<file path="config.mk">
export PLATFORM = sky130hd
export DESIGN_NAME = link_health_supervisor_core
export DESIGN_NICKNAME = d
export VERILOG_FILES = /design/src/sv/lhs_pkg.sv /design/src/sv/lhs_step.sv /design/src/sv/link_health_supervisor_core.sv
export VERILOG_INCLUDE_DIRS = /design/src /design/src/sv
export SDC_FILE = /design/constraint.sdc
export NUM_CORES = 1
export LEC_CHECK = 0
export BUFFER_PORTS_ARGS = -buffer_cell sky130_fd_sc_hd__buf_2
export CAP_MARGIN = 20
export CELL_PAD_IN_SITES_DETAIL_PLACEMENT = 0
export CELL_PAD_IN_SITES_GLOBAL_PLACEMENT = 1
export CORE_MARGIN = 5
export CORE_UTILIZATION = 45
export CTS_CLUSTER_DIAMETER = 40
export DETAILED_ROUTE_END_ITERATION = 8
export GPL_TIMING_DRIVEN = 0
export MAX_ROUTING_LAYER = met4
export PLACE_DENSITY_LB_ADDON = 0.1
export SLEW_MARGIN = 20
export SYNTH_ARGS = -nofsm -noshare
export SYNTH_HDL_FRONTEND = slang
export SYNTH_SLANG_ARGS = --single-unit
</file>
<file path="constraint.sdc">
create_clock -name clk -period 11.4 [get_ports clk]
set_input_delay 2.28 -clock clk [delete_from_list [all_inputs] [get_ports clk]]
set_output_delay 2.28 -clock clk [all_outputs]
set_load 0.03 [all_outputs]
</file>
<file path="src/sv/link_health_supervisor_core_macros.svh">
// Assertion helpers for the link health supervisor.
// Each macro checks on the rising edge of clk and is off while rst_n is low.
`ifndef LINK_HEALTH_SUPERVISOR_CORE_MACROS_SVH
`define LINK_HEALTH_SUPERVISOR_CORE_MACROS_SVH

// The consequent must hold in the same cycle as the antecedent.
`define LHSC_ASSERT_SAME(name, ante, cons, msg) \
    name: assert property (@(posedge clk) disable iff (!rst_n) (ante) |-> (cons)) \
        else $error(msg);

// The consequent must hold in the cycle after the antecedent.
`define LHSC_ASSERT_NEXT(name, ante, cons, msg) \
    name: assert property (@(posedge clk) disable iff (!rst_n) (ante) |=> (cons)) \
        else $error(msg);

`endif

</file>
<file path="src/sv/lhs_pkg.sv">
`default_nettype none

package lhs_pkg;

    typedef enum logic [5:0] {
        MODE_IDLE      = 6'b000001,
        MODE_AWAIT     = 6'b000010,
        MODE_CONFIRM   = 6'b000100,
        MODE_CONNECTED = 6'b001000,
        MODE_RECONNECT = 6'b010000,
        MODE_FAILED    = 6'b100000
    } mode_t;

    localparam logic [2:0] LINK_IDLE      = 3'd0;
    localparam logic [2:0] LINK_AWAIT     = 3'd1;
    localparam logic [2:0] LINK_CONFIRM   = 3'd2;
    localparam logic [2:0] LINK_CONNECTED = 3'd3;
    localparam logic [2:0] LINK_RECONNECT = 3'd4;
    localparam logic [2:0] LINK_FAILED    = 3'd5;

    localparam logic [2:0] CFG_INITIAL_WAIT      = 3'd0;
    localparam logic [2:0] CFG_LOST_WAIT         = 3'd1;
    localparam logic [2:0] CFG_RECONNECT_WAIT    = 3'd2;
    localparam logic [2:0] CFG_UPDATE_WAIT       = 3'd3;
    localparam logic [2:0] CFG_VALID_NEEDED      = 3'd4;
    localparam logic [2:0] CFG_MISSED_ALLOWED    = 3'd5;
    localparam logic [2:0] CFG_RECONNECT_ALLOWED = 3'd6;

    localparam logic [15:0] RST_INITIAL_WAIT      = 16'd20000;
    localparam logic [15:0] RST_LOST_WAIT         = 16'd500;
    localparam logic [15:0] RST_RECONNECT_WAIT    = 16'd10000;
    localparam logic [15:0] RST_UPDATE_WAIT       = 16'd30;
    localparam logic [7:0]  RST_VALID_NEEDED      = 8'd10;
    localparam logic [7:0]  RST_MISSED_ALLOWED    = 8'd5;
    localparam logic [7:0]  RST_RECONNECT_ALLOWED = 8'd3;

    typedef struct packed {
        logic [15:0] initial_wait_ms;
        logic [15:0] lost_wait_ms;
        logic [15:0] reconnect_wait_ms;
        logic [15:0] update_wait_ms;
        logic [7:0]  valid_needed;
        logic [7:0]  missed_allowed;
        logic [7:0]  reconnect_allowed;
    } cfg_t;

    typedef struct packed {
        mode_t       mode;
        logic [15:0] wait_timer;
        logic [7:0]  valid_count;
        logic [7:0]  missed_count;
        logic [7:0]  attempt_count;
    } state_t;

    function automatic logic [2:0] link_code(input mode_t m);
        logic [2:0] code;
        case (m)
            MODE_IDLE:      code = LINK_IDLE;
            MODE_AWAIT:     code = LINK_AWAIT;
            MODE_CONFIRM:   code = LINK_CONFIRM;
            MODE_CONNECTED: code = LINK_CONNECTED;
            MODE_RECONNECT: code = LINK_RECONNECT;
            default:        code = LINK_FAILED;
        endcase
        return code;
    endfunction

endpackage

`default_nettype wire

</file>
<file path="src/sv/lhs_step.sv">
`default_nettype none

module lhs_step (
    input  wire lhs_pkg::cfg_t   cfg,
    input  wire lhs_pkg::state_t state,
    input  wire logic            start_req,
    input  wire logic            status_update,
    input  wire logic            tick,
    output lhs_pkg::state_t      state_next
);

    logic [15:0]     timer_inc;
    logic [7:0]      valid_inc;
    logic [7:0]      missed_inc;
    logic [15:0]     limit;
    logic            expired;
    lhs_pkg::state_t reconn;

    always_comb
    begin
        timer_inc  = (state.wait_timer != 16'hFFFF) ? state.wait_timer + 16'd1
                                                    : state.wait_timer;
        valid_inc  = (state.valid_count != 8'hFF) ? state.valid_count + 8'd1
                                                  : state.valid_count;
        missed_inc = (state.missed_count != 8'hFF) ? state.missed_count + 8'd1
                                                   : state.missed_count;

        case (state.mode)
            lhs_pkg::MODE_AWAIT:     limit = cfg.initial_wait_ms;
            lhs_pkg::MODE_CONFIRM:   limit = cfg.update_wait_ms;
            lhs_pkg::MODE_CONNECTED: limit = cfg.lost_wait_ms;
            default:                 limit = cfg.reconnect_wait_ms;
        endcase
        expired = tick && (timer_inc >= limit);

        // Entry to reconnecting; fails at once when the attempts are used up.
        reconn              = state;
        reconn.wait_timer   = 16'd0;
        reconn.valid_count  = 8'd0;
        reconn.missed_count = 8'd0;
        if (state.attempt_count >= cfg.reconnect_allowed)
        begin
            reconn.mode = lhs_pkg::MODE_FAILED;
        end
        else
        begin
            reconn.mode          = lhs_pkg::MODE_RECONNECT;
            reconn.attempt_count = state.attempt_count + 8'd1;
        end

        state_next = state;
        case (state.mode)
            lhs_pkg::MODE_IDLE:
            begin
                if (start_req)
                begin
                    state_next.mode          = lhs_pkg::MODE_AWAIT;
                    state_next.wait_timer    = 16'd0;
                    state_next.valid_count   = 8'd0;
                    state_next.missed_count  = 8'd0;
                    state_next.attempt_count = 8'd0;
                end
            end
            lhs_pkg::MODE_AWAIT, lhs_pkg::MODE_RECONNECT:
            begin
                if (status_update)
                begin
                    state_next.mode         = lhs_pkg::MODE_CONFIRM;
                    state_next.wait_timer   = 16'd0;
                    state_next.valid_count  = 8'd0;
                    state_next.missed_count = 8'd0;
                end
                else if (expired)
                begin
                    state_next.mode       = lhs_pkg::MODE_FAILED;
                    state_next.wait_timer = 16'd0;
                end
                else if (tick)
                begin
                    state_next.wait_timer = timer_inc;
                end
            end
            lhs_pkg::MODE_CONFIRM:
            begin
                if (status_update)
                begin
                    state_next.wait_timer = 16'd0;
                    if (valid_inc >= cfg.valid_needed)
                    begin
                        state_next.mode         = lhs_pkg::MODE_CONNECTED;
                        state_next.valid_count  = 8'd0;
                        state_next.missed_count = 8'd0;
                    end
                    else
                    begin
                        state_next.valid_count = valid_inc;
                    end
                end
                else if (expired)
                begin
                    if (missed_inc >= cfg.missed_allowed)
                    begin
                        state_next = reconn;
                    end
                    else
                    begin
                        state_next.wait_timer   = 16'd0;
                        state_next.valid_count  = 8'd0;
                        state_next.missed_count = missed_inc;
                    end
                end
                else if (tick)
                begin
                    state_next.wait_timer = timer_inc;
                end
            end
            lhs_pkg::MODE_CONNECTED:
            begin
                if (status_update)
                begin
                    state_next.wait_timer = 16'd0;
                end
                else if (expired)
                begin
                    state_next = reconn;
                end
                else if (tick)
                begin
                    state_next.wait_timer = timer_inc;
                end
            end
            lhs_pkg::MODE_FAILED:
            begin
                state_next = state;
            end
            default:
            begin
                state_next.mode = lhs_pkg::MODE_FAILED;
            end
        endcase
    end

endmodule

`default_nettype wire

</file>
<file path="src/sv/link_health_supervisor_core.sv">
// Link health supervisor core.
// The input channel carries one word per event slot: start_req, status_update
// and tick, qualified by in_valid and held off by in_stall. The output channel
// returns one word per input word: link_state, connected and failed, qualified
// by out_valid and held off by out_stall.
// A taken word is held in the input register, and its result is registered in the
// result register when the output advances. One word is taken every cycle unless
// in_stall is high; the supervisor state update is a single compare-and-count step
// between the two registers.
// When the receiver stalls, the result register holds its word and the input
// register fills; in_stall rises only when both are full, so the input register
// still absorbs one more word after the stall begins only if it was empty.
// Reset clears both valid flags, returns the supervisor to idle with all
// counters at zero and loads the default timing and count registers.
// The configuration port writes one register per cycle with cfg_write high;
// the narrow count registers take the low byte of cfg_data.
`default_nettype none

`include "link_health_supervisor_core_macros.svh"

module link_health_supervisor_core (
    input  wire logic        clk,
    input  wire logic        rst_n,
    input  wire logic        cfg_write,
    input  wire logic [2:0]  cfg_index,
    input  wire logic [15:0] cfg_data,
    input  wire logic        in_valid,
    output logic             in_stall,
    input  wire logic        start_req,
    input  wire logic        status_update,
    input  wire logic        tick,
    output logic             out_valid,
    input  wire logic        out_stall,
    output logic [2:0]       link_state,
    output logic             connected,
    output logic             failed
);

    lhs_pkg::cfg_t   cfg_reg;
    lhs_pkg::cfg_t   cfg_next;
    lhs_pkg::state_t state_reg;
    lhs_pkg::state_t state_next;
    lhs_pkg::state_t step_result;

    logic s1_valid_reg;
    logic s1_valid_next;
    logic s1_start_reg;
    logic s1_update_reg;
    logic s1_tick_reg;

    logic       out_valid_reg;
    logic       out_valid_next;
    logic [2:0] link_state_reg;
    logic       connected_reg;
    logic       failed_reg;

    logic advance;
    logic in_take;

    lhs_step u_step (
        .cfg           (cfg_reg),
        .state         (state_reg),
        .start_req     (s1_start_reg),
        .status_update (s1_update_reg),
        .tick          (s1_tick_reg),
        .state_next    (step_result)
    );

    assign advance  = !out_valid_reg || !out_stall;
    assign in_stall = s1_valid_reg && !advance;
    assign in_take  = in_valid && !in_stall;

    always_comb
    begin
        cfg_next = cfg_reg;
        if (cfg_write)
        begin
            case (cfg_index)
                lhs_pkg::CFG_INITIAL_WAIT:      cfg_next.initial_wait_ms   = cfg_data;
                lhs_pkg::CFG_LOST_WAIT:         cfg_next.lost_wait_ms      = cfg_data;
                lhs_pkg::CFG_RECONNECT_WAIT:    cfg_next.reconnect_wait_ms = cfg_data;
                lhs_pkg::CFG_UPDATE_WAIT:       cfg_next.update_wait_ms    = cfg_data;
                lhs_pkg::CFG_VALID_NEEDED:      cfg_next.valid_needed      = cfg_data[7:0];
                lhs_pkg::CFG_MISSED_ALLOWED:    cfg_next.missed_allowed    = cfg_data[7:0];
                lhs_pkg::CFG_RECONNECT_ALLOWED: cfg_next.reconnect_allowed = cfg_data[7:0];
                default:                        cfg_next = cfg_reg;
            endcase
        end

        state_next     = (advance && s1_valid_reg) ? step_result : state_reg;
        s1_valid_next  = in_take ? 1'b1 : (advance ? 1'b0 : s1_valid_reg);
        out_valid_next = advance ? s1_valid_reg : out_valid_reg;
    end

    always_ff @(posedge clk or negedge rst_n)
    begin
        if (!rst_n)
        begin
            cfg_reg.initial_wait_ms   <= lhs_pkg::RST_INITIAL_WAIT;
            cfg_reg.lost_wait_ms      <= lhs_pkg::RST_LOST_WAIT;
            cfg_reg.reconnect_wait_ms <= lhs_pkg::RST_RECONNECT_WAIT;
            cfg_reg.update_wait_ms    <= lhs_pkg::RST_UPDATE_WAIT;
            cfg_reg.valid_needed      <= lhs_pkg::RST_VALID_NEEDED;
            cfg_reg.missed_allowed    <= lhs_pkg::RST_MISSED_ALLOWED;
            cfg_reg.reconnect_allowed <= lhs_pkg::RST_RECONNECT_ALLOWED;
            state_reg.mode            <= lhs_pkg::MODE_IDLE;
            state_reg.wait_timer      <= 16'd0;
            state_reg.valid_count     <= 8'd0;
            state_reg.missed_count    <= 8'd0;
            state_reg.attempt_count   <= 8'd0;
            s1_valid_reg              <= 1'b0;
            out_valid_reg             <= 1'b0;
        end
        else
        begin
            cfg_reg       <= cfg_next;
            state_reg     <= state_next;
            s1_valid_reg  <= s1_valid_next;
            out_valid_reg <= out_valid_next;
        end
    end

    always_ff @(posedge clk)
    begin
        if (in_take)
        begin
            s1_start_reg  <= start_req;
            s1_update_reg <= status_update;
            s1_tick_reg   <= tick;
        end
        if (advance && s1_valid_reg)
        begin
            link_state_reg <= lhs_pkg::link_code(step_result.mode);
            connected_reg  <= (step_result.mode == lhs_pkg::MODE_CONNECTED);
            failed_reg     <= (step_result.mode == lhs_pkg::MODE_FAILED);
        end
    end

    assign out_valid  = out_valid_reg;
    assign link_state = link_state_reg;
    assign connected  = connected_reg;
    assign failed     = failed_reg;

    `LHSC_ASSERT_NEXT(a_failed_sticky, state_reg.mode == lhs_pkg::MODE_FAILED, state_reg.mode == lhs_pkg::MODE_FAILED, "failed state was left")
    `LHSC_ASSERT_NEXT(a_idle_exit, state_reg.mode == lhs_pkg::MODE_IDLE, state_reg.mode == lhs_pkg::MODE_IDLE || state_reg.mode == lhs_pkg::MODE_AWAIT, "idle left to a state other than awaiting first")
    `LHSC_ASSERT_NEXT(a_s1_hold, s1_valid_reg && !advance, s1_valid_reg && $stable(state_reg) && $stable(s1_tick_reg) && $stable(s1_update_reg), "held word or state changed while stalled")
    `LHSC_ASSERT_SAME(a_state_idle_only, s1_valid_reg && !advance, !out_valid_reg || out_stall, "input register held without an output stall")

endmodule

`default_nettype wire

</file>
==> reports/qor.yml, run 1 <==
global_route:
  grt_pass1_wl_mm: 30.8
  overflow: 0
  grt_start_max_net_pins: 104
  antenna_found_initial: 0
  grtUsageTotal_pct: 19.6
  grt_pass1_vias: 5965
floorplan:
  row_count: 48
  io_pins: 34
  die_h_um: 143
  design.die.area_um2: 20400
  core_area_um2: 17300
  start_util_pct: 46.0
  die_x_um: 143
timing:
  slew_violations: 0
  fmax_mhz: 189
  hold_viol: 0
  fin_crit_sh_pct: 46.5
  setup_ws_ps: 6100
  worst_pin_slew_ps: 1060
  period_minus_slack_ps: 5300
  setup_viol: 0
  max_slew_margin_pct: 28.6
  clock_skew_ps: 8.34
  rsz0062_at_grt: "false"
  setup_tns_ps: 0
cts:
  cts_sinks: 144
  cts_buffer_depth: 2
  numCtsBuffers: 17
  clkTransAtPathRegs_ps: 70
  worstSkewPairLatency_ps: 420
  postCtsSetupBuffers: 0
  tritoncts: "yes"
  htree_levels: 4
  post_cts_resized: 0
  root_buffer: "clkbuf_16"
  cts_hold_buf: 0
placement:
  dp_hpwl_mm: 13.6
  pre_cts_ws_ps: 6130
  routabilityCongestion: 0.824
  dpl.cell_count: 989
  numPortBuffers: 31
route:
  drtIter0Drc: 274
  via_count: 5869
  antenna_left: 0
  routedWlPerCell_um: 18.1
  drc: 0
  drtPass1Iterations: 5
  vias_per_cell: 5.75
  drt-total-wl_mm: 18.4
power:
  irDropWorstVdd_uv: 112
  seqPwrFrac_pct: 44.6
  p_int_mw: 1.04
  power_density_nw_per_um2: 162
  p_clk_share_pct: 38.2
  pwr-share-comb_pct: 17.2
  switching_share_pct: 29.0
  p_sw_uw: 423
  cellLeakagePower_nw: 3.93
hold_path:
  hold_class: "reg -> reg"
layout:
  fill_cells: 1574
  instances_no_fill: 1021
  drive_gt1_share_pct: 25.1
  largest_reg_flops: 88
  antenna_cells: 0
  area_growth_pct: 13.5
  final_nets: 854
synth:
  synth_ff_type: "dfrtp_1"
  ys_seq_area_share_pct: 46.2
  synth_cells: 732
  syn_area_um2: 7950
  synth_commonest_cells: "109 x dfrtp_1, 84 x mux2_2, 64 x nand2_1"
  async_flop_share_pct: 94.4
  netlist_top_cells_area: "dfrtp_1 34%, mux2_2 12%, dfstp_2 8.9%"
  synth_enable_flop_cells: 8
  syn_avg_cell_area_um2: 10.9
  synth_fp_nets: 803
  yosys.cell_types.count: 63
  yosys.area.top_type: "dfrtp_1"
  synth_top_area_share_pct: 34.3
  synth-warning-count: 0
  synth_most_common_cell: "dfrtp_1"
  ys_seq_elements: 144
critical_path:
  cp_max_fo: 10
  start_kind: "flip-flop"
  worstPathRequired_ps: 11760
  critical_path_class: "reg -> reg"
  critPathArrivalTime_ps: 5650
  endpoint_kind: "flip-flop"
outcome:
  run_status: "completed"
job:
  cap_violations: 0
==> logic make-up (layout without fill, tap and decap cells) <==
group | after synthesis | after routing | share of synthesized area (%)
flops | 144 | 144 | 46.2
xor+xnor | 21 | 21 | 2.31
buf+inv | 66 | 130 | 3.63
simple gates | 202 | 202 | 13.8
compound gates | 167 | 167 | 14.7
mux | 88 | 88 | 12.4
fa+ha+maj | 44 | 44 | 6.92
==> area by class of cell <==
class	count	area, µm²	area share, %
clock buffers	17	425	4.71
plain buffers	25	135	1.50
flip-flops and latches	144	3680	40.7
multi-input cells	522	4000	44.3
clock inverters	15	163	1.80
inverters	41	154	1.70
well taps	225	282	3.12
repair buffers	32	193	2.13
==> path summary, 6_finish.rpt <==
kind	end	from	slack, ps	cells past startpoint
worst max-delay path	state_reg[5]	state_reg[44]	6100	17
worst min-delay path	cfg_reg[11]	cfg_reg[11]	500	1
worst max register to register	state_reg[5]	state_reg[44]	6100	17
worst min register to register	cfg_reg[11]	cfg_reg[11]	500	1
max in group asynchronous	cfg_reg[7]	rst_n	8830	2
min in group asynchronous	state_reg[0]	rst_n	1720	1
==> stage by stage <==
stage | instance area [µm²] | hold WS, ps | utilization (%) | power (mW)
after global routing | 9030 | 518 | 52.2 | 1.54
after CTS | 9020 | 500 | 52.2 | 1.48
after detailed placement | 8440 | 484 | 48.8 | 0.916
after floorplan | 7950 | 450 | - | 0.831
final | 9030 | 504 | 52.2 | 1.46
after global placement | 8390 | 473 | 48.5 | 0.898
==> routing by layer <==
layer | global-route usage [%] | wire [µm]
met4 | 6.30 | 292
met5 | - | 0
met1 | 25.1 | 8360
met3 | 3.32 | 528
met2 | 32.0 | 9260
==> critical path, cell delays in order (launching register included) <==
cell	delay (ps)
dfrtp_1	350
buf_2	180
nor4_4	490
and3b_1	300
clkbuf_1	520
clkbuf_1	530
a222oi_1	130
a21boi_0	210
ha_1	430
nand2_8	50
or3_4	360
a2111oi_4	390
o311ai_2	200
nor2_2	220
o211ai_2	140
buf_6	160
or4_1	470
nand2_1	80
==> power by group through the flow <==
stage | combinational [mW] | clock (mW) | sequential (mW)
2_1_floorplan | 0.180 | 0 | 0.651
3_3_place_gp | 0.243 | 0 | 0.655
3_5_place_dp | 0.255 | 0 | 0.661
4_1_cts | 0.257 | 0.569 | 0.652
5_1_grt | 0.285 | 0.591 | 0.661
6_report | 0.251 | 0.557 | 0.651
==> layout by cell type (no fill, tap or decap), types with 4 or more instances in the layout <==
| master | instances |
|---|---|
| a22o_1 | 4 |
| buf_2 | 33 |
| and4_1 | 6 |
| inv_8 | 6 |
| nand3_1 | 26 |
| nor3_1 | 7 |
| dfrtp_1 | 109 |
| ha_1 | 44 |
| inv_6 | 4 |
| nand4_1 | 11 |
| and2_1 | 9 |
| inv_1 | 41 |
| xor2_1 | 5 |
| nand3b_1 | 5 |
| o21ai_0 | 49 |
| a21boi_0 | 15 |
| mux2_2 | 84 |
| nand2b_1 | 17 |
| o41ai_1 | 4 |
| o21bai_1 | 4 |
| mux2i_1 | 4 |
| o21a_1 | 4 |
| xnor2_1 | 16 |
| clkbuf_16 | 17 |
| a21oi_1 | 28 |
| o21ai_1 | 6 |
| nand2_1 | 64 |
| a222oi_1 | 16 |
| or4_1 | 4 |
| o31ai_1 | 17 |
| clkbuf_1 | 16 |
| and3_1 | 11 |
| dfstp_2 | 27 |
| a31oi_1 | 4 |
| edfxtp_1 | 8 |
| nor2_1 | 22 |
Note: power is estimated with default switching activity, not from simulation.
==> inputs of run 2 (changes only) <==
clock period = 4.8 ns   (was 11.4 ns; I/O delays follow)
==> run 2 against run 1 <==
Net effect:
- combinational power grew 140%
- register-to-register slack worse by 5800 ps
- utilization grew 0.42 points
- cell area is 0.80% higher
- global-route usage hardly changed
- largest cell class unchanged
- highest routed layer unchanged
==> reports/qor.yml, run 2 (synthesis results as in run 1) <==
timing:
  rsz0062_at_grt: "false"
  hold_viol: 0
  clock_skew_ps: 7.69
  period_minus_slack_ps: 4510
  slew_violations: 0
  max_slew_margin_pct: 27.2
  worst_pin_slew_ps: 1080
  holdWs_ps: 399
  setup_viol: 0
  fmax_mhz: 222
  setup_tns_ps: 0
  fin_crit_sh_pct: 94.0
layout:
  final_nets: 857
  area_growth_pct: 14.5
  antenna_cells: 0
  fill_cells: 1564
  drive_gt1_share_pct: 26.9
  mostFrequentLayoutCell: "dfrtp_1"
  largest_reg_flops: 88
  layout_common_cells: "108 x dfrtp_1, 84 x mux2_2, 64 x nand2_1"
  final_cell_area_um2: 9100
cts:
  htree_levels: 4
  worstSkewPairLatency_ps: 430
  numCtsBuffers: 17
  tritoncts: "yes"
  cts_buffer_depth: 2
  cts_sinks: 144
  clkTransAtPathRegs_ps: 70
  root_buffer: "clkbuf_16"
route:
  vias_per_cell: 5.78
  drtPass1Iterations: 5
  drc: 0
  antenna_left: 0
  drt-total-wl_mm: 18.6
  drtIter0Drc: 324
  via_count: 5916
  routedWlPerCell_um: 18.1
critical_path:
  critPathArrivalTime_ps: 4870
  worstPathRequired_ps: 5160
  cpLargestDelayFamily: "simple AND/OR/NAND/NOR gates"
  reg2reg_slack_ps: 290
  crit_chain: "nor4_4 -> and3b_1 -> buf_2 -> clkbuf_4 -> a222oi_1 -> a21boi_1 -> ha_1 -> nand2_8 -> or3_4 -> a2111oi_4 -> o311ai_2 -> nor2_2 -> o211ai_2 -> buf_6 -> or4_1 -> nand2_1"
  critical_path_class: "reg -> reg"
  start_kind: "flip-flop"
  critPathSlowestCell: "dfrtp_1"
  endpoint_kind: "flip-flop"
  cpPeakStageDelay_ps: 490
  cp.buffers_inverters: 3
  cp_max_fo: 10
  worstRegToRegCells: 16
  cp.depth: 16
global_route:
  overflow: 0
  grt_start_max_net_pins: 104
  antenna_found_initial: 0
  grtUsageTotal_pct: 19.7
  grt_pass1_vias: 5996
  grt_pass1_wl_mm: 30.9
floorplan:
  start_util_pct: 46.0
  io_pins: 34
  core_area_um2: 17300
  design.die.area_um2: 20400
  row_count: 48
  die_h_um: 143
  die_x_um: 143
hold_path:
  hold_class: "in -> async"
placement:
  numPortBuffers: 31
  dpl_cell_area_um2: 8440
  routabilityCongestion: 0.824
  dp_hpwl_mm: 13.6
power:
  cellLeakagePower_nw: 3.99
  fin_total_pwr_mw: 3.48
  power_density_nw_per_um2: 382
  irDropWorstVdd_uv: 269
job:
  cap_violations: 0
outcome:
  run_status: "completed"
run 2: changes by cell type in the layout (fill, tap and decap cells not counted), moves of 2 or more:
cell	previous run	this run
clkbuf_1	16	11
buf_4	1	4
clkbuf_4	0	3
clkbuf_2	0	2
nor2_1	22	20
nor2_2	1	3
run 2: cell type report:
type | instances | area (µm²) | area share, %
Tap cell | 225 | 282 | 3.09
Buffer | 25 | 150 | 1.65
Inverter | 41 | 154 | 1.69
Clock inverter | 15 | 163 | 1.79
Clock buffer | 17 | 425 | 4.67
Multi-Input combinational cell | 522 | 4040 | 44.3
Sequential cell | 144 | 3680 | 40.4
Timing Repair Buffer | 35 | 215 | 2.36
run 2: timing repair:
action,CTS,global route
pin swaps,2,0
hold buffers,0,0
buffers inserted,3,0
gates resized for setup,7,15
endpoints found under the setup margin,45,36
run 2: path summary, 6_finish.rpt:
kind                                      to     startpoint
max in group asynchronous        cfg_reg[58]          rst_n
worst max-delay path            state_reg[5]  state_reg[45]
worst max register to register  state_reg[5]  state_reg[45]
worst min-delay path            state_reg[0]          rst_n
min in group clk                 cfg_reg[11]    cfg_reg[11]
worst min register to register   cfg_reg[11]    cfg_reg[11]
run 2: layer usage:
layer | track usage (%) | vias up | part of all wire, %
met4 | 5.75 | 0 | 1.6
li1 | - | 2812 | -
met5 | - | - | 0
met1 | 25.1 | 2977 | 45
met2 | 32.3 | 104 | 51
met3 | 3.38 | 23 | 2.9
run 2: report_power, final:
| part | internal (mW) | switching, mW | leakage, nW |
|---|---|---|---|
| Combinational | 0.283 | 0.324 | 1.95 |
| Sequential | 1.44 | 0.104 | 1.74 |
| Clock | 0.741 | 0.582 | 0.290 |
| Total | 2.47 | 1.01 | 3.99 |
run 2: metrics by stage:
stage	utilization, %	setup WS (ps)	instances
final	52.6	287	1024
after global routing	52.6	4.55	1024
after CTS	52.4	44.4	1024
after detailed placement	48.8	-468	989
after global placement	48.5	-695	988
after floorplan	-	579	732
